<file path="src/rtl/core/bbt_pkg.sv">
// Package with the shared constants, types and helpers of the ternary converter.
`timescale 1ns / 1ps

package bbt_pkg;

   localparam int DEF_IN_WIDTH  = 32;
   localparam int DEF_MAX_TRITS = 21;

   // Number of magnitude bits the divider consumes per cycle while it runs.
   localparam int CHUNK_BITS = 8;

   localparam logic [1:0] SYM_ZERO  = 2'd0;
   localparam logic [1:0] SYM_PLUS  = 2'd1;
   localparam logic [1:0] SYM_MINUS = 2'd2;

   typedef enum logic [1:0] {
      ST_IDLE,
      ST_DIVIDE,
      ST_CARRY,
      ST_EMIT
   } state_type;

   typedef struct packed {
      logic load;
      logic run;
   } div_ctrl_type;

   typedef struct packed {
      logic       done;
      logic [1:0] digit;
      logic       quot_nonzero;
   } div_stat_type;

   typedef struct packed {
      logic       push;
      logic       pop;
      logic [1:0] symbol;
   } stack_ctrl_type;

   // Long division by three over one chunk, most significant bit first.
   // Returns the new remainder above the quotient bits of the chunk.
   function automatic logic [CHUNK_BITS+1:0] div3_chunk(
      input logic [1:0]            rem_in,
      input logic [CHUNK_BITS-1:0] bits
   );
      logic [1:0]            rem;
      logic [2:0]            part;
      logic [CHUNK_BITS-1:0] quot;
      rem = rem_in;
      for (int i = CHUNK_BITS - 1; i >= 0; i--) begin
         part = {rem, bits[i]};
         if (part >= 3'd3) begin
            quot[i] = 1'b1;
            part    = part - 3'd3;
         end else begin
            quot[i] = 1'b0;
         end
         rem = part[1:0];
      end
      return {rem, quot};
   endfunction

   // Swaps plus and minus when the input was negative.
   function automatic logic [1:0] orient_symbol(input logic [1:0] sym, input logic negative);
      logic [1:0] result;
      result = sym;
      if (negative) begin
         if (sym == SYM_PLUS) begin
            result = SYM_MINUS;
         end else if (sym == SYM_MINUS) begin
            result = SYM_PLUS;
         end
      end
      return result;
   endfunction

endpackage

</file>
<file path="src/rtl/core/bbt_if.sv">
// Valid/ready channel interfaces for the request and response words.
`timescale 1ns / 1ps

interface bbt_req_if
   import bbt_pkg::*;
#(
   parameter int IN_WIDTH = DEF_IN_WIDTH
) ();
   logic                       valid;
   logic                       ready;
   logic signed [IN_WIDTH-1:0] signed_value;

   modport source (output valid, output signed_value, input ready);
   modport sink   (input valid, input signed_value, output ready);
endinterface

interface bbt_rsp_if
   import bbt_pkg::*;
();
   logic       valid;
   logic       ready;
   logic [1:0] trit_symbol;
   logic       last_trit;

   modport source (output valid, output trit_symbol, output last_trit, input ready);
   modport sink   (input valid, input trit_symbol, input last_trit, output ready);
endinterface

</file>
<file path="src/rtl/core/bbt_div3_serial.sv">
// Chunk-serial divide-by-three unit that produces one ternary digit per pass.
`timescale 1ns / 1ps

module bbt_div3_serial
   import bbt_pkg::*;
#(
   parameter int IN_WIDTH = DEF_IN_WIDTH
) (
   input  logic                clock,
   input  logic                reset,
   input  div_ctrl_type        ctrl,
   input  logic [IN_WIDTH-1:0] magnitude,
   output div_stat_type        stat
);

   localparam int CHUNKS     = (IN_WIDTH + CHUNK_BITS - 1) / CHUNK_BITS;
   localparam int PAD_WIDTH  = CHUNKS * CHUNK_BITS;
   localparam int CNT_W      = (CHUNKS > 1) ? $clog2(CHUNKS) : 1;
   localparam int LAST_CHUNK = CHUNKS - 1;

   logic [PAD_WIDTH-1:0]  value_ff, value_in;
   logic [1:0]            rem_ff, rem_in;
   logic [CNT_W-1:0]      chunk_ff, chunk_in;
   logic                  nz_ff, nz_in;

   logic [CHUNK_BITS+1:0] step_res;
   logic [CHUNK_BITS-1:0] quot_bits;
   logic [1:0]            rem_next;
   logic [PAD_WIDTH-1:0]  value_shifted;
   logic                  last_chunk;

   assign step_res   = div3_chunk(rem_ff, value_ff[PAD_WIDTH-1 -: CHUNK_BITS]);
   assign quot_bits  = step_res[CHUNK_BITS-1:0];
   assign rem_next   = step_res[CHUNK_BITS+1:CHUNK_BITS];
   assign last_chunk = (chunk_ff == CNT_W'(LAST_CHUNK));

   // The quotient enters at the bottom while the dividend leaves at the top.
   generate
      if (PAD_WIDTH == CHUNK_BITS) begin : g_single
         assign value_shifted = quot_bits;
      end else begin : g_multi
         assign value_shifted = {value_ff[PAD_WIDTH-CHUNK_BITS-1:0], quot_bits};
      end
   endgenerate

   assign stat.done         = ctrl.run && last_chunk;
   assign stat.digit        = rem_next;
   assign stat.quot_nonzero = nz_ff | (|quot_bits);

   always_comb begin
      value_in = value_ff;
      rem_in   = rem_ff;
      chunk_in = chunk_ff;
      nz_in    = nz_ff;
      if (ctrl.load) begin
         value_in = PAD_WIDTH'(magnitude);
         rem_in   = 2'd0;
         chunk_in = '0;
         nz_in    = 1'b0;
      end else if (ctrl.run) begin
         value_in = value_shifted;
         if (last_chunk) begin
            rem_in   = 2'd0;
            chunk_in = '0;
            nz_in    = 1'b0;
         end else begin
            rem_in   = rem_next;
            chunk_in = chunk_ff + CNT_W'(1);
            nz_in    = stat.quot_nonzero;
         end
      end
   end

   always_ff @(posedge clock) begin
      if (reset) begin
         rem_ff   <= 2'd0;
         chunk_ff <= '0;
         nz_ff    <= 1'b0;
      end else begin
         rem_ff   <= rem_in;
         chunk_ff <= chunk_in;
         nz_ff    <= nz_in;
      end
   end

   always_ff @(posedge clock) begin
      value_ff <= value_in;
   end

endmodule

</file>
<file path="src/rtl/core/bbt_trit_stack.sv">
// Shift-register stack that holds the trits of one conversion.
`timescale 1ns / 1ps

module bbt_trit_stack
   import bbt_pkg::*;
#(
   parameter int MAX_TRITS = DEF_MAX_TRITS
) (
   input  logic           clock,
   input  stack_ctrl_type ctrl,
   output logic [1:0]     top_symbol
);

   logic [1:0] stack_ff [MAX_TRITS];
   logic [1:0] stack_in [MAX_TRITS];

   // Pushes move every entry one place down; pops move them back up.
   always_comb begin
      for (int i = 0; i < MAX_TRITS; i++) begin
         stack_in[i] = stack_ff[i];
      end
      if (ctrl.push) begin
         stack_in[0] = ctrl.symbol;
         for (int i = 1; i < MAX_TRITS; i++) begin
            stack_in[i] = stack_ff[i-1];
         end
      end else if (ctrl.pop) begin
         for (int i = 0; i < MAX_TRITS - 1; i++) begin
            stack_in[i] = stack_ff[i+1];
         end
      end
   end

   always_ff @(posedge clock) begin
      for (int i = 0; i < MAX_TRITS; i++) begin
         stack_ff[i] <= stack_in[i];
      end
   end

   assign top_symbol = stack_ff[0];

endmodule

</file>
<file path="src/rtl/core/binary_to_balanced_ternary_core.sv">
// Top level of the binary to balanced ternary converter.
// Each request word carries one signed integer; the block answers with its
// balanced ternary trits, most significant first, one response word per trit,
// and sets last_trit on the least significant one. Zero gives a single zero
// trit, and there are never leading zero trits. The magnitude is divided by
// three in a chunk-serial unit that consumes CHUNK_BITS (8) bits per cycle;
// zero needs no division. A carry left after the last digit adds a leading
// plus trit (minus for a negative value). The trits then leave from a shift
// stack at one per cycle while the response side is ready. A new request
// word is taken only once the last trit of the previous one has been loaded
// into the response register; that register lets the next conversion start
// while the last trit still waits. Values that would need more than MAX_TRITS
// trits keep only the least significant MAX_TRITS of them.
`timescale 1ns / 1ps

module binary_to_balanced_ternary_core
   import bbt_pkg::*;
#(
   parameter int IN_WIDTH  = DEF_IN_WIDTH,
   parameter int MAX_TRITS = DEF_MAX_TRITS
) (
   input  logic     clock,
   input  logic     reset,
   bbt_req_if.sink  req_bus,
   bbt_rsp_if.source rsp_bus
);

   localparam int COUNT_W = $clog2(MAX_TRITS + 1);

   // Control state.
   state_type          state_ff, state_in;
   logic               negative_ff, negative_in;
   logic               carry_ff, carry_in;
   logic [COUNT_W-1:0] count_ff, count_in;

   // Response register.
   logic               rsp_valid_ff, rsp_valid_in;
   logic [1:0]         rsp_symbol_ff, rsp_symbol_in;
   logic               rsp_last_ff, rsp_last_in;

   // Datapath signals.
   logic [IN_WIDTH-1:0] raw_value;
   logic                raw_negative;
   logic [IN_WIDTH-1:0] magnitude;
   logic                mag_zero;
   logic                accept;
   logic                out_free;
   logic                emit_load;
   logic [1:0]          digit_sum;
   logic [1:0]          digit_symbol;
   logic                carry_next;
   logic [COUNT_W-1:0]  count_plus;
   logic                room;
   logic [1:0]          top_symbol;

   div_ctrl_type   div_ctrl;
   div_stat_type   div_stat;
   stack_ctrl_type stack_ctrl;

   // The magnitude of the most negative value wraps to itself, which is the
   // correct unsigned magnitude.
   assign raw_value    = req_bus.signed_value;
   assign raw_negative = raw_value[IN_WIDTH-1];
   assign magnitude    = raw_negative ? IN_WIDTH'(~raw_value + IN_WIDTH'(1)) : raw_value;
   assign mag_zero     = (magnitude == '0);

   assign req_bus.ready = (state_ff == ST_IDLE);
   assign accept        = req_bus.valid && req_bus.ready;
   assign out_free      = !rsp_valid_ff || rsp_bus.ready;

   assign count_plus = count_ff + COUNT_W'(1);
   assign room       = (count_plus < COUNT_W'(MAX_TRITS));

   // An ordinary ternary digit plus the pending carry becomes one balanced
   // trit; a sum of two or three passes a carry on to the next trit.
   assign digit_sum = div_stat.digit + {1'b0, carry_ff};

   always_comb begin
      case (digit_sum)
         2'd0: begin
            digit_symbol = SYM_ZERO;
            carry_next   = 1'b0;
         end
         2'd1: begin
            digit_symbol = SYM_PLUS;
            carry_next   = 1'b0;
         end
         2'd2: begin
            digit_symbol = SYM_MINUS;
            carry_next   = 1'b1;
         end
         default: begin
            digit_symbol = SYM_ZERO;
            carry_next   = 1'b1;
         end
      endcase
   end

   // Next state.
   always_comb begin
      state_in = state_ff;
      case (state_ff)
         ST_IDLE: begin
            if (accept) begin
               state_in = mag_zero ? ST_EMIT : ST_DIVIDE;
            end
         end
         ST_DIVIDE: begin
            if (div_stat.done) begin
               if (!room) begin
                  state_in = ST_EMIT;
               end else if (div_stat.quot_nonzero) begin
                  state_in = ST_DIVIDE;
               end else if (carry_next) begin
                  state_in = ST_CARRY;
               end else begin
                  state_in = ST_EMIT;
               end
            end
         end
         ST_CARRY: begin
            state_in = ST_EMIT;
         end
         ST_EMIT: begin
            if (out_free && (count_ff == COUNT_W'(1))) begin
               state_in = ST_IDLE;
            end
         end
         default: begin
            state_in = ST_IDLE;
         end
      endcase
   end

   // Outputs of the state machine.
   always_comb begin
      negative_in       = negative_ff;
      carry_in          = carry_ff;
      count_in          = count_ff;
      div_ctrl          = '0;
      stack_ctrl        = '0;
      stack_ctrl.symbol = SYM_ZERO;
      emit_load         = 1'b0;
      case (state_ff)
         ST_IDLE: begin
            if (accept) begin
               negative_in = raw_negative;
               carry_in    = 1'b0;
               if (mag_zero) begin
                  stack_ctrl.push   = 1'b1;
                  stack_ctrl.symbol = SYM_ZERO;
                  count_in          = COUNT_W'(1);
               end else begin
                  div_ctrl.load = 1'b1;
                  count_in      = '0;
               end
            end
         end
         ST_DIVIDE: begin
            div_ctrl.run = 1'b1;
            if (div_stat.done) begin
               stack_ctrl.push   = 1'b1;
               stack_ctrl.symbol = orient_symbol(digit_symbol, negative_ff);
               carry_in          = carry_next;
               count_in          = count_plus;
            end
         end
         ST_CARRY: begin
            stack_ctrl.push   = 1'b1;
            stack_ctrl.symbol = orient_symbol(SYM_PLUS, negative_ff);
            carry_in          = 1'b0;
            count_in          = count_plus;
         end
         ST_EMIT: begin
            if (out_free) begin
               stack_ctrl.pop = 1'b1;
               emit_load      = 1'b1;
               count_in       = count_ff - COUNT_W'(1);
            end
         end
         default: begin
            count_in = '0;
         end
      endcase
   end

   // The response register takes the top of the stack whenever it is free in the emit state.
   always_comb begin
      rsp_symbol_in = rsp_symbol_ff;
      rsp_last_in   = rsp_last_ff;
      rsp_valid_in  = rsp_valid_ff;
      if (emit_load) begin
         rsp_symbol_in = top_symbol;
         rsp_last_in   = (count_ff == COUNT_W'(1));
         rsp_valid_in  = 1'b1;
      end else if (rsp_bus.ready) begin
         rsp_valid_in = 1'b0;
      end
   end

   always_ff @(posedge clock) begin
      if (reset) begin
         state_ff     <= ST_IDLE;
         negative_ff  <= 1'b0;
         carry_ff     <= 1'b0;
         count_ff     <= '0;
         rsp_valid_ff <= 1'b0;
      end else begin
         state_ff     <= state_in;
         negative_ff  <= negative_in;
         carry_ff     <= carry_in;
         count_ff     <= count_in;
         rsp_valid_ff <= rsp_valid_in;
      end
   end

   always_ff @(posedge clock) begin
      rsp_symbol_ff <= rsp_symbol_in;
      rsp_last_ff   <= rsp_last_in;
   end

   assign rsp_bus.valid       = rsp_valid_ff;
   assign rsp_bus.trit_symbol = rsp_symbol_ff;
   assign rsp_bus.last_trit   = rsp_last_ff;

   bbt_div3_serial #(
      .IN_WIDTH (IN_WIDTH)
   ) u_div3 (
      .clock     (clock),
      .reset     (reset),
      .ctrl      (div_ctrl),
      .magnitude (magnitude),
      .stat      (div_stat)
   );

   bbt_trit_stack #(
      .MAX_TRITS (MAX_TRITS)
   ) u_stack (
      .clock      (clock),
      .ctrl       (stack_ctrl),
      .top_symbol (top_symbol)
   );

endmodule

</file>
<file path="src/flat_wrapper.sv">
// flat-port wrapper written by rule: the top's interface ports become plain ports
module binary_to_balanced_ternary_core_flat import bbt_pkg::*;
#(
   parameter int IN_WIDTH  = DEF_IN_WIDTH,
   parameter int MAX_TRITS = DEF_MAX_TRITS
)
  (clock, reset, req_bus_valid, req_bus_signed_value, req_bus_ready, rsp_bus_valid, rsp_bus_trit_symbol, rsp_bus_last_trit, rsp_bus_ready);
  bbt_req_if #(.IN_WIDTH(IN_WIDTH)) req_bus_i ();
  bbt_rsp_if rsp_bus_i ();
  input  logic clock;
  input  logic reset;
  input wire logic [$bits(req_bus_i.valid)-1:0] req_bus_valid;
  input wire logic [$bits(req_bus_i.signed_value)-1:0] req_bus_signed_value;
  output wire logic [$bits(req_bus_i.ready)-1:0] req_bus_ready;
  output wire logic [$bits(rsp_bus_i.valid)-1:0] rsp_bus_valid;
  output wire logic [$bits(rsp_bus_i.trit_symbol)-1:0] rsp_bus_trit_symbol;
  output wire logic [$bits(rsp_bus_i.last_trit)-1:0] rsp_bus_last_trit;
  input wire logic [$bits(rsp_bus_i.ready)-1:0] rsp_bus_ready;
  assign req_bus_i.valid = req_bus_valid;
  assign req_bus_i.signed_value = req_bus_signed_value;
  assign req_bus_ready = req_bus_i.ready;
  assign rsp_bus_valid = rsp_bus_i.valid;
  assign rsp_bus_trit_symbol = rsp_bus_i.trit_symbol;
  assign rsp_bus_last_trit = rsp_bus_i.last_trit;
  assign rsp_bus_i.ready = rsp_bus_ready;
  binary_to_balanced_ternary_core #(.IN_WIDTH(IN_WIDTH), .MAX_TRITS(MAX_TRITS)) u_core (.clock(clock), .reset(reset), .req_bus(req_bus_i), .rsp_bus(rsp_bus_i));
endmodule
</file>
<file path="config.mk">
export PLATFORM = sky130hd
export DESIGN_NAME = binary_to_balanced_ternary_core_flat
export DESIGN_NICKNAME = d
export VERILOG_FILES = /design/src/rtl/core/bbt_pkg.sv /design/src/rtl/core/bbt_if.sv /design/src/rtl/core/bbt_div3_serial.sv /design/src/rtl/core/bbt_trit_stack.sv /design/src/rtl/core/binary_to_balanced_ternary_core.sv /design/src/flat_wrapper.sv
export SDC_FILE = /design/constraint.sdc
export NUM_CORES = 1
export LEC_CHECK = 0
export BUFFER_PORTS_ARGS = -buffer_cell sky130_fd_sc_hd__buf_4
export CORE_MARGIN = 3
export CORE_UTILIZATION = 35
export DETAILED_ROUTE_END_ITERATION = 16
export GPL_TIMING_DRIVEN = 0
export PLACE_DENSITY = 0.54
export SLEW_MARGIN = 20
export SYNTH_ARGS = -nofsm -noshare
export SYNTH_HDL_FRONTEND = slang
export SYNTH_SLANG_ARGS = --single-unit
</file>
<file path="constraint.sdc">
create_clock -name clock -period 23.8 [get_ports clock]
set_input_delay 0 -clock clock [delete_from_list [all_inputs] [get_ports clock]]
set_output_delay 0 -clock clock [all_outputs]
set_load 0.01 [all_outputs]
</file>
==> results of run 1 <==
worst register-to-register path: cells and delay by family, from the launching register on:
kind / cells / cell delay (ns)
DFF: 1 / 0.50
and+or+nand+nor: 18 / 3.69
buffers and inverters: 4 / 0.65
AOI/OAI and AO/OA: 14 / 2.62
adders and majority gates: 9 / 2.55
muxes: 2 / 0.59
what timing repair did:
item | CTS | global route
hold endpoints to repair | 2 | 0
hold buffers | 2 | 0
setup endpoints to repair | 0 | 0
placed cells by master, fill, tap and decap left out, types with 5 or more instances in the layout:
cell type / Yosys / layout
nor4_1: 9 / 9
o21ai_0: 24 / 23
mux2_1: 43 / 43
edfxtp_1: 77 / 77
buf_4: 1 / 34
nand2b_1: 7 / 7
dfxtp_1: 15 / 15
clkbuf_1: 27 / 27
nor2_1: 50 / 50
nor2b_1: 9 / 9
a21o_1: 7 / 7
nand2_1: 26 / 26
mux2_4: 11 / 11
xnor2_1: 20 / 20
nor3_1: 21 / 21
xor2_1: 11 / 11
a21oi_1: 48 / 48
nand3_1: 12 / 12
o21a_1: 5 / 5
o31ai_1: 6 / 6
ha_1: 18 / 18
inv_1: 22 / 22
nor3b_1: 5 / 5
or3_1: 8 / 8
clkbuf_16: 0 / 9
mux2i_1: 10 / 10
a211oi_1: 7 / 7
state kept, by name, indices dropped and copies added, names as in the netlist:
| signal | cells |
|---|---|
| u_core.u_div3.rem_ff | 2 |
| u_core.rsp_bus.trit_symbol | 2 |
| u_core.state_ff | 2 |
| u_core.u_div3.chunk_ff | 2 |
| u_core.u_div3.value_ff | 32 |
| u_core.u_div3.nz_ff | 1 |
| u_core.carry_ff | 1 |
| u_core.u_stack.stack_ff | 42 |
| u_core.rsp_bus.last_trit | 1 |
| u_core.count_ff | 5 |
| u_core.rsp_bus.valid | 1 |
| u_core.negative_ff | 1 |
layer usage:
layer  global-route usage [%]  part of all wire (%)
met1                     20.3                    48
met2                     25.3                    48
met3                     2.51                   3.2
met4                     4.59                   1.5
met5                        0                     0
area by class of cell:
| class | instances | area (um2) |
|---|---|---|
| fillers | 1705 | 10300 |
| multi-input cells | 452 | 3370 |
| flip-flops and latches | 92 | 2610 |
| repair buffers | 36 | 295 |
| well taps | 225 | 282 |
| clock buffers | 9 | 225 |
| plain buffers | 39 | 184 |
| inverters | 23 | 91.3 |
| clock inverters | 7 | 75.1 |
worst max-delay path by stage:
stage                                from                       endpoint  slack [ns]
2_1_floorplan  u_core.u_div3.value_ff[31]  u_core.u_stack.stack_ff[0][0]       14.39
3_3_place_gp   u_core.u_div3.value_ff[31]  u_core.u_stack.stack_ff[0][0]       13.42
3_5_place_dp   u_core.u_div3.value_ff[31]  u_core.u_stack.stack_ff[0][1]       13.11
4_1_cts        u_core.u_div3.value_ff[31]  u_core.u_stack.stack_ff[0][1]       13.04
5_1_grt        u_core.u_div3.value_ff[31]  u_core.u_stack.stack_ff[0][0]       12.04
6_report       u_core.u_div3.value_ff[31]  u_core.u_stack.stack_ff[0][1]       12.98
cells by family (layout without fill, tap and decap cells):
group           count (synthesis)  in the layout  share of synthesized area [%]
compound gates                150            150                           16.9
buf+inv                        62            114                           4.40
flops                          92             92                           41.8
xor+xnor                       32             32                           4.60
fa+ha+maj                      18             18                           3.60
mux                            67             67                           12.5
simple gates                  185            185                           16.2
per-stage QoR:
stage	hold slack [ns]	cells	setup WS (ns)	cell area [um2]	utilization [%]
final	0.0225	883	12.98	7140	41.0
after global routing	0.0177	883	12.04	7140	41.0
after CTS	0.00898	883	13.04	7140	41.0
after detailed placement	0.320	865	13.11	6820	39.1
after global placement	0.312	864	13.42	6780	38.9
after floorplan	0.164	606	14.39	6250	-
==> results.yml, run 1 <==
status:
  status: "completed"
timing:
  fmax_mhz: 92.5
  rsz0062_at_grt: "no"
  slew_violations: 0
  maxSlewHeadroom_pct: 49.4
  finalSetupTns_ns: 0
  layout_min_cycle_time_ns: 10.82
  period_share_pct: 45.4
  setup_violations: 0
  tightest_slew_ns: 0.760
  hold_viol_final: 0
  fin_worst_skew_ns: 0.0123
worst_setup_path:
  path_buf_inv: 4
  cp.arrival_ns: 10.98
  cp_common_cell: "ha_1"
  critPathKind: "flip-flop to flip-flop"
  critPathMaxStageDelay_ns: 0.50
  cp.depth: 47
  cp_data_required_time_ns: 23.96
  reg2regPathDepth: 47
  crit_fanout: 10
  cp_top_family: "simple AND/OR/NAND/NOR gates"
  start_kind: "flip-flop"
  r2r_slack_ns: 12.98
  crit_slowest_cell: "edfxtp_1"
  cp-end-kind: "flip-flop"
  r2r_end: "u_core.u_stack.stack_ff[0][1]"
  regToRegStartpoint: "u_core.u_div3.value_ff[31]"
yosys:
  yosys.cell_count.top_type: "edfxtp_1"
  async_reset_ff_share_pct: 0
  yosysTopAreaCell: "edfxtp_1"
  synth_area_leaders: "edfxtp_1 37%, mux2_1 7.7%, dfxtp_1 4.8%, a21oi_1 3.8%, ha_1 3.6%"
  yosys-top-cells-count: "77 x edfxtp_1, 50 x nor2_1, 48 x a21oi_1"
  ys_ff_latch: 92
  synth_edf_count: 77
  synth_flop_cell: "edfxtp_1"
  yosysSeqAreaShare_pct: 41.8
  ys_warn_count: 0
  yosys.cell_types.count: 80
  synth_cells: 606
  synth.top_cell.area_share_pct: 37.0
  netlist_area_um2: 6250
  syn_avg_cell_area_um2: 10.3
  syn-num-nets: 660
global_route:
  grt_usage_pct: 15.2
  grt_pass1_wl_mm: 24.3
  grt_max_degree: 33
  antenna_found_initial: 0
  grt_pass1_vias: 4787
  overflow: 0
clock_tree:
  clk_latency_ns: 0.35
  cts.path.max_buffers: 2
  clock_sinks: 92
  htreeDepth: 3
  cts_root_buf: "clkbuf_16"
  cts_tree: "built"
  cts.clk_slew.worst_paths_ns: 0.08
  cts-buffers-inserted: 9
  post_cts_buffers: 0
  cts_resized: 0
min_path:
  min_from: "reset"
  hold_class: "primary input to flip-flop"
  min_to: "u_core.carry_ff"
  hold_depth: 3
die:
  die_height_um: 140
  pin_count: 41
  die_w_um: 140
  core_area_um2: 17400
  initial_core_util_pct: 35.9
  dieArea_um2: 19500
  rows: 48
routing:
  drc_errors: 0
  wirelength_mm: 14.8
  ant_nets: 0
  dr.pass1.iters: 5
  drtIter0Drc: 315
  via_count: 4883
  post_drt_wl_per_cell_um: 16.7
  via_per_inst: 5.53
finish:
  area_growth_pct: 14.2
  drive_gt1_share_pct: 14.6
  antennaDiodeCount: 0
  nNetsFinal: 707
job:
  maxCapViolations: 0
place:
  gp_congestion: 0.908
  port_buffers: 33
  dp_hpwl_mm: 11.2
Power of run 1 is not shown: default switching activity piles up to over one toggle a cycle in this logic, so the estimate is an artifact.
==> run 2: changes to the inputs <==
- clock period: 23.8 -> 10.6 ns (I/O delays scaled with it)
==> run 2 against run 1 <==
Net effect: wire length increased by 0.64%; setup slack got worse by 12 ns; cell count increased by 0.57%; flip-flop and latch count unchanged; die area unchanged; fmax increased by 10%; final area increased by 1.1%; register-to-register slack got worse by 12 ns; clock skew decreased by 0.00051 ns; core utilization increased by 0.47 points; sequential share of layout area decreased by 0.41 points; global-route usage about the same; critical endpoint is now u_core.u_stack.stack_ff[0][0]; largest cell class unchanged.
==> results.yml, run 2 (synthesized netlist as in run 1, its figures left out) <==
die:
  pin_count: 41
  rows: 48
  dieArea_um2: 19500
  core_area_um2: 17400
  die_w_um: 140
  die_height_um: 140
  initial_core_util_pct: 35.9
finish:
  top_register: "u_core.u_stack.stack_ff"
  multi_input_area_um2: 3410
  area_growth_pct: 15.5
  drive_gt1_share_pct: 16.6
  reg_top3: "u_core.u_stack.stack_ff: 42 flops, u_core.u_div3.value_ff: 32 flops, u_core.count_ff: 5 flops"
  largest_reg_flops: 42
  final_cell_mix: "77 x edfxtp_1, 49 x nor2_1, 48 x a21oi_1, 43 x mux2_1, 40 x buf_4"
  nNetsFinal: 712
  ff_latch_area_um2: 2610
  fin_area_um2: 7220
  fill_cells: 1710
  final_common_cell: "edfxtp_1"
  antennaDiodeCount: 0
min_path:
  hold_class: "primary input to flip-flop"
global_route:
  antenna_found_initial: 0
  grt_pass1_wl_mm: 24.3
  overflow: 0
  grtUsageMet2_pct: 25.3
  met1_usage_pct: 20.3
  grt_pass1_vias: 4787
  met3_usage_pct: 2.51
  grt_usage_pct: 15.2
  grt_busiest_layer: "met2"
  grt_max_degree: 33
timing:
  period_share_pct: 92.6
  fin_worst_skew_ns: 0.0118
  maxSlewHeadroom_pct: 49.9
  fmax_mhz: 102
  slew_violations: 0
  layout_min_cycle_time_ns: 9.81
  setup_violations: 0
  tightest_slew_ns: 0.751
  hold_viol_final: 0
worst_setup_path:
  critPathMaxStageDelay_ns: 0.45
  cp_data_required_time_ns: 10.76
  start_kind: "flip-flop"
  cp-end-kind: "flip-flop"
  cp.arrival_ns: 9.98
  critPathKind: "flip-flop to flip-flop"
  cp_common_cell: "ha_1"
  crit_slowest_cell: "edfxtp_1"
  crit_fanout: 8
routing:
  via_count: 4924
  via_per_inst: 5.55
  post_drt_wl_per_cell_um: 16.7
  drc_errors: 0
  dr.pass1.iters: 5
  ant_nets: 0
  drtIter0Drc: 343
  wirelength_mm: 14.8
clock_tree:
  cts_tree: "built"
  cts_root_buf: "clkbuf_16"
  clk_latency_ns: 0.35
  cts-buffers-inserted: 9
  htreeDepth: 3
  clock_sinks: 92
  cts.clk_slew.worst_paths_ns: 0.08
  cts.path.max_buffers: 2
place:
  dp_hpwl_mm: 11.2
  gp_congestion: 0.908
  place_area_um2: 6820
  port_buffers: 33
job:
  maxCapViolations: 0
status:
  status: "completed"
run 2: cell count changes in the layout (fill, tap and decap cells not counted), sizes merged:
| cell | delta |
|---|---|
| clkbuf | -1 |
| buf | +6 |
run 2: path summary, 6_finish.rpt:
| path | start | to | slack (ns) | depth (start not counted) |
|---|---|---|---|---|
| worst min register to register | u_core.u_stack.stack_ff[2][6] | u_core.u_stack.stack_ff[2][8] | 0.46 | 0 |
| worst min-delay path | reset | u_core.carry_ff | 0.02 | 3 |
| worst max register to register | u_core.u_div3.value_ff[31] | u_core.u_stack.stack_ff[0][0] | 0.79 | 47 |
| worst max-delay path | u_core.u_div3.value_ff[31] | u_core.u_stack.stack_ff[0][0] | 0.79 | 47 |
run 2: what timing repair did:
item                                   4_1_cts  5_1_grt
setup buffers                                0        6
setup endpoints to repair                    2        4
pin swaps                                    0        1
hold buffers                                 2        0
resized for setup                            2        9
endpoints found under the hold margin        2        0
run 2: layer usage:
layer / part of all wire [%] / vias up / wire length (um)
met3: 3.6 / 20 / 536
met1: 47 / 2390 / 6970
met2: 48 / 104 / 7130
met4: 1.5 / 0 / 220
met5: 0 / - / 0
li1: - / 2410 / -
run 2: cell type report:
class	instances	area share [%]
Clock buffer	9	3.12
Tap cell	225	3.90
Multi-Input combinational cell	452	47.3
Sequential cell	92	36.2
Clock inverter	7	1.04
Buffer	38	2.50
Inverter	23	1.27
Timing Repair Buffer	42	4.71
run 2: stage by stage:
| stage | util [%] | TNS (ns) | cells | setup WS (ns) | hold WS (ns) |
|---|---|---|---|---|---|
| after global routing | 41.5 | -0.0141 | 888 | -0.0112 | 0.0177 |
| final | 41.5 | 0 | 888 | 0.787 | 0.0184 |
| after global placement | 38.9 | 0 | 864 | 0.220 | 0.312 |
| after detailed placement | 39.1 | -0.167 | 865 | -0.0886 | 0.320 |
| after CTS | 41.0 | 0 | 883 | 0.0677 | 0.00898 |
| after floorplan | - | 0 | 606 | 1.19 | 0.164 |
run 2: critical path: cells and delay by family (launching register included):
family	cells	cell delay, ns
AOI/OAI and AO/OA	14	2.31
adders and majority gates	9	2.36
buffers and inverters	3	0.31
DFF	1	0.45
muxes	3	0.67
and+or+nand+nor	18	3.48
Power of run 2 is left out for the same reason.
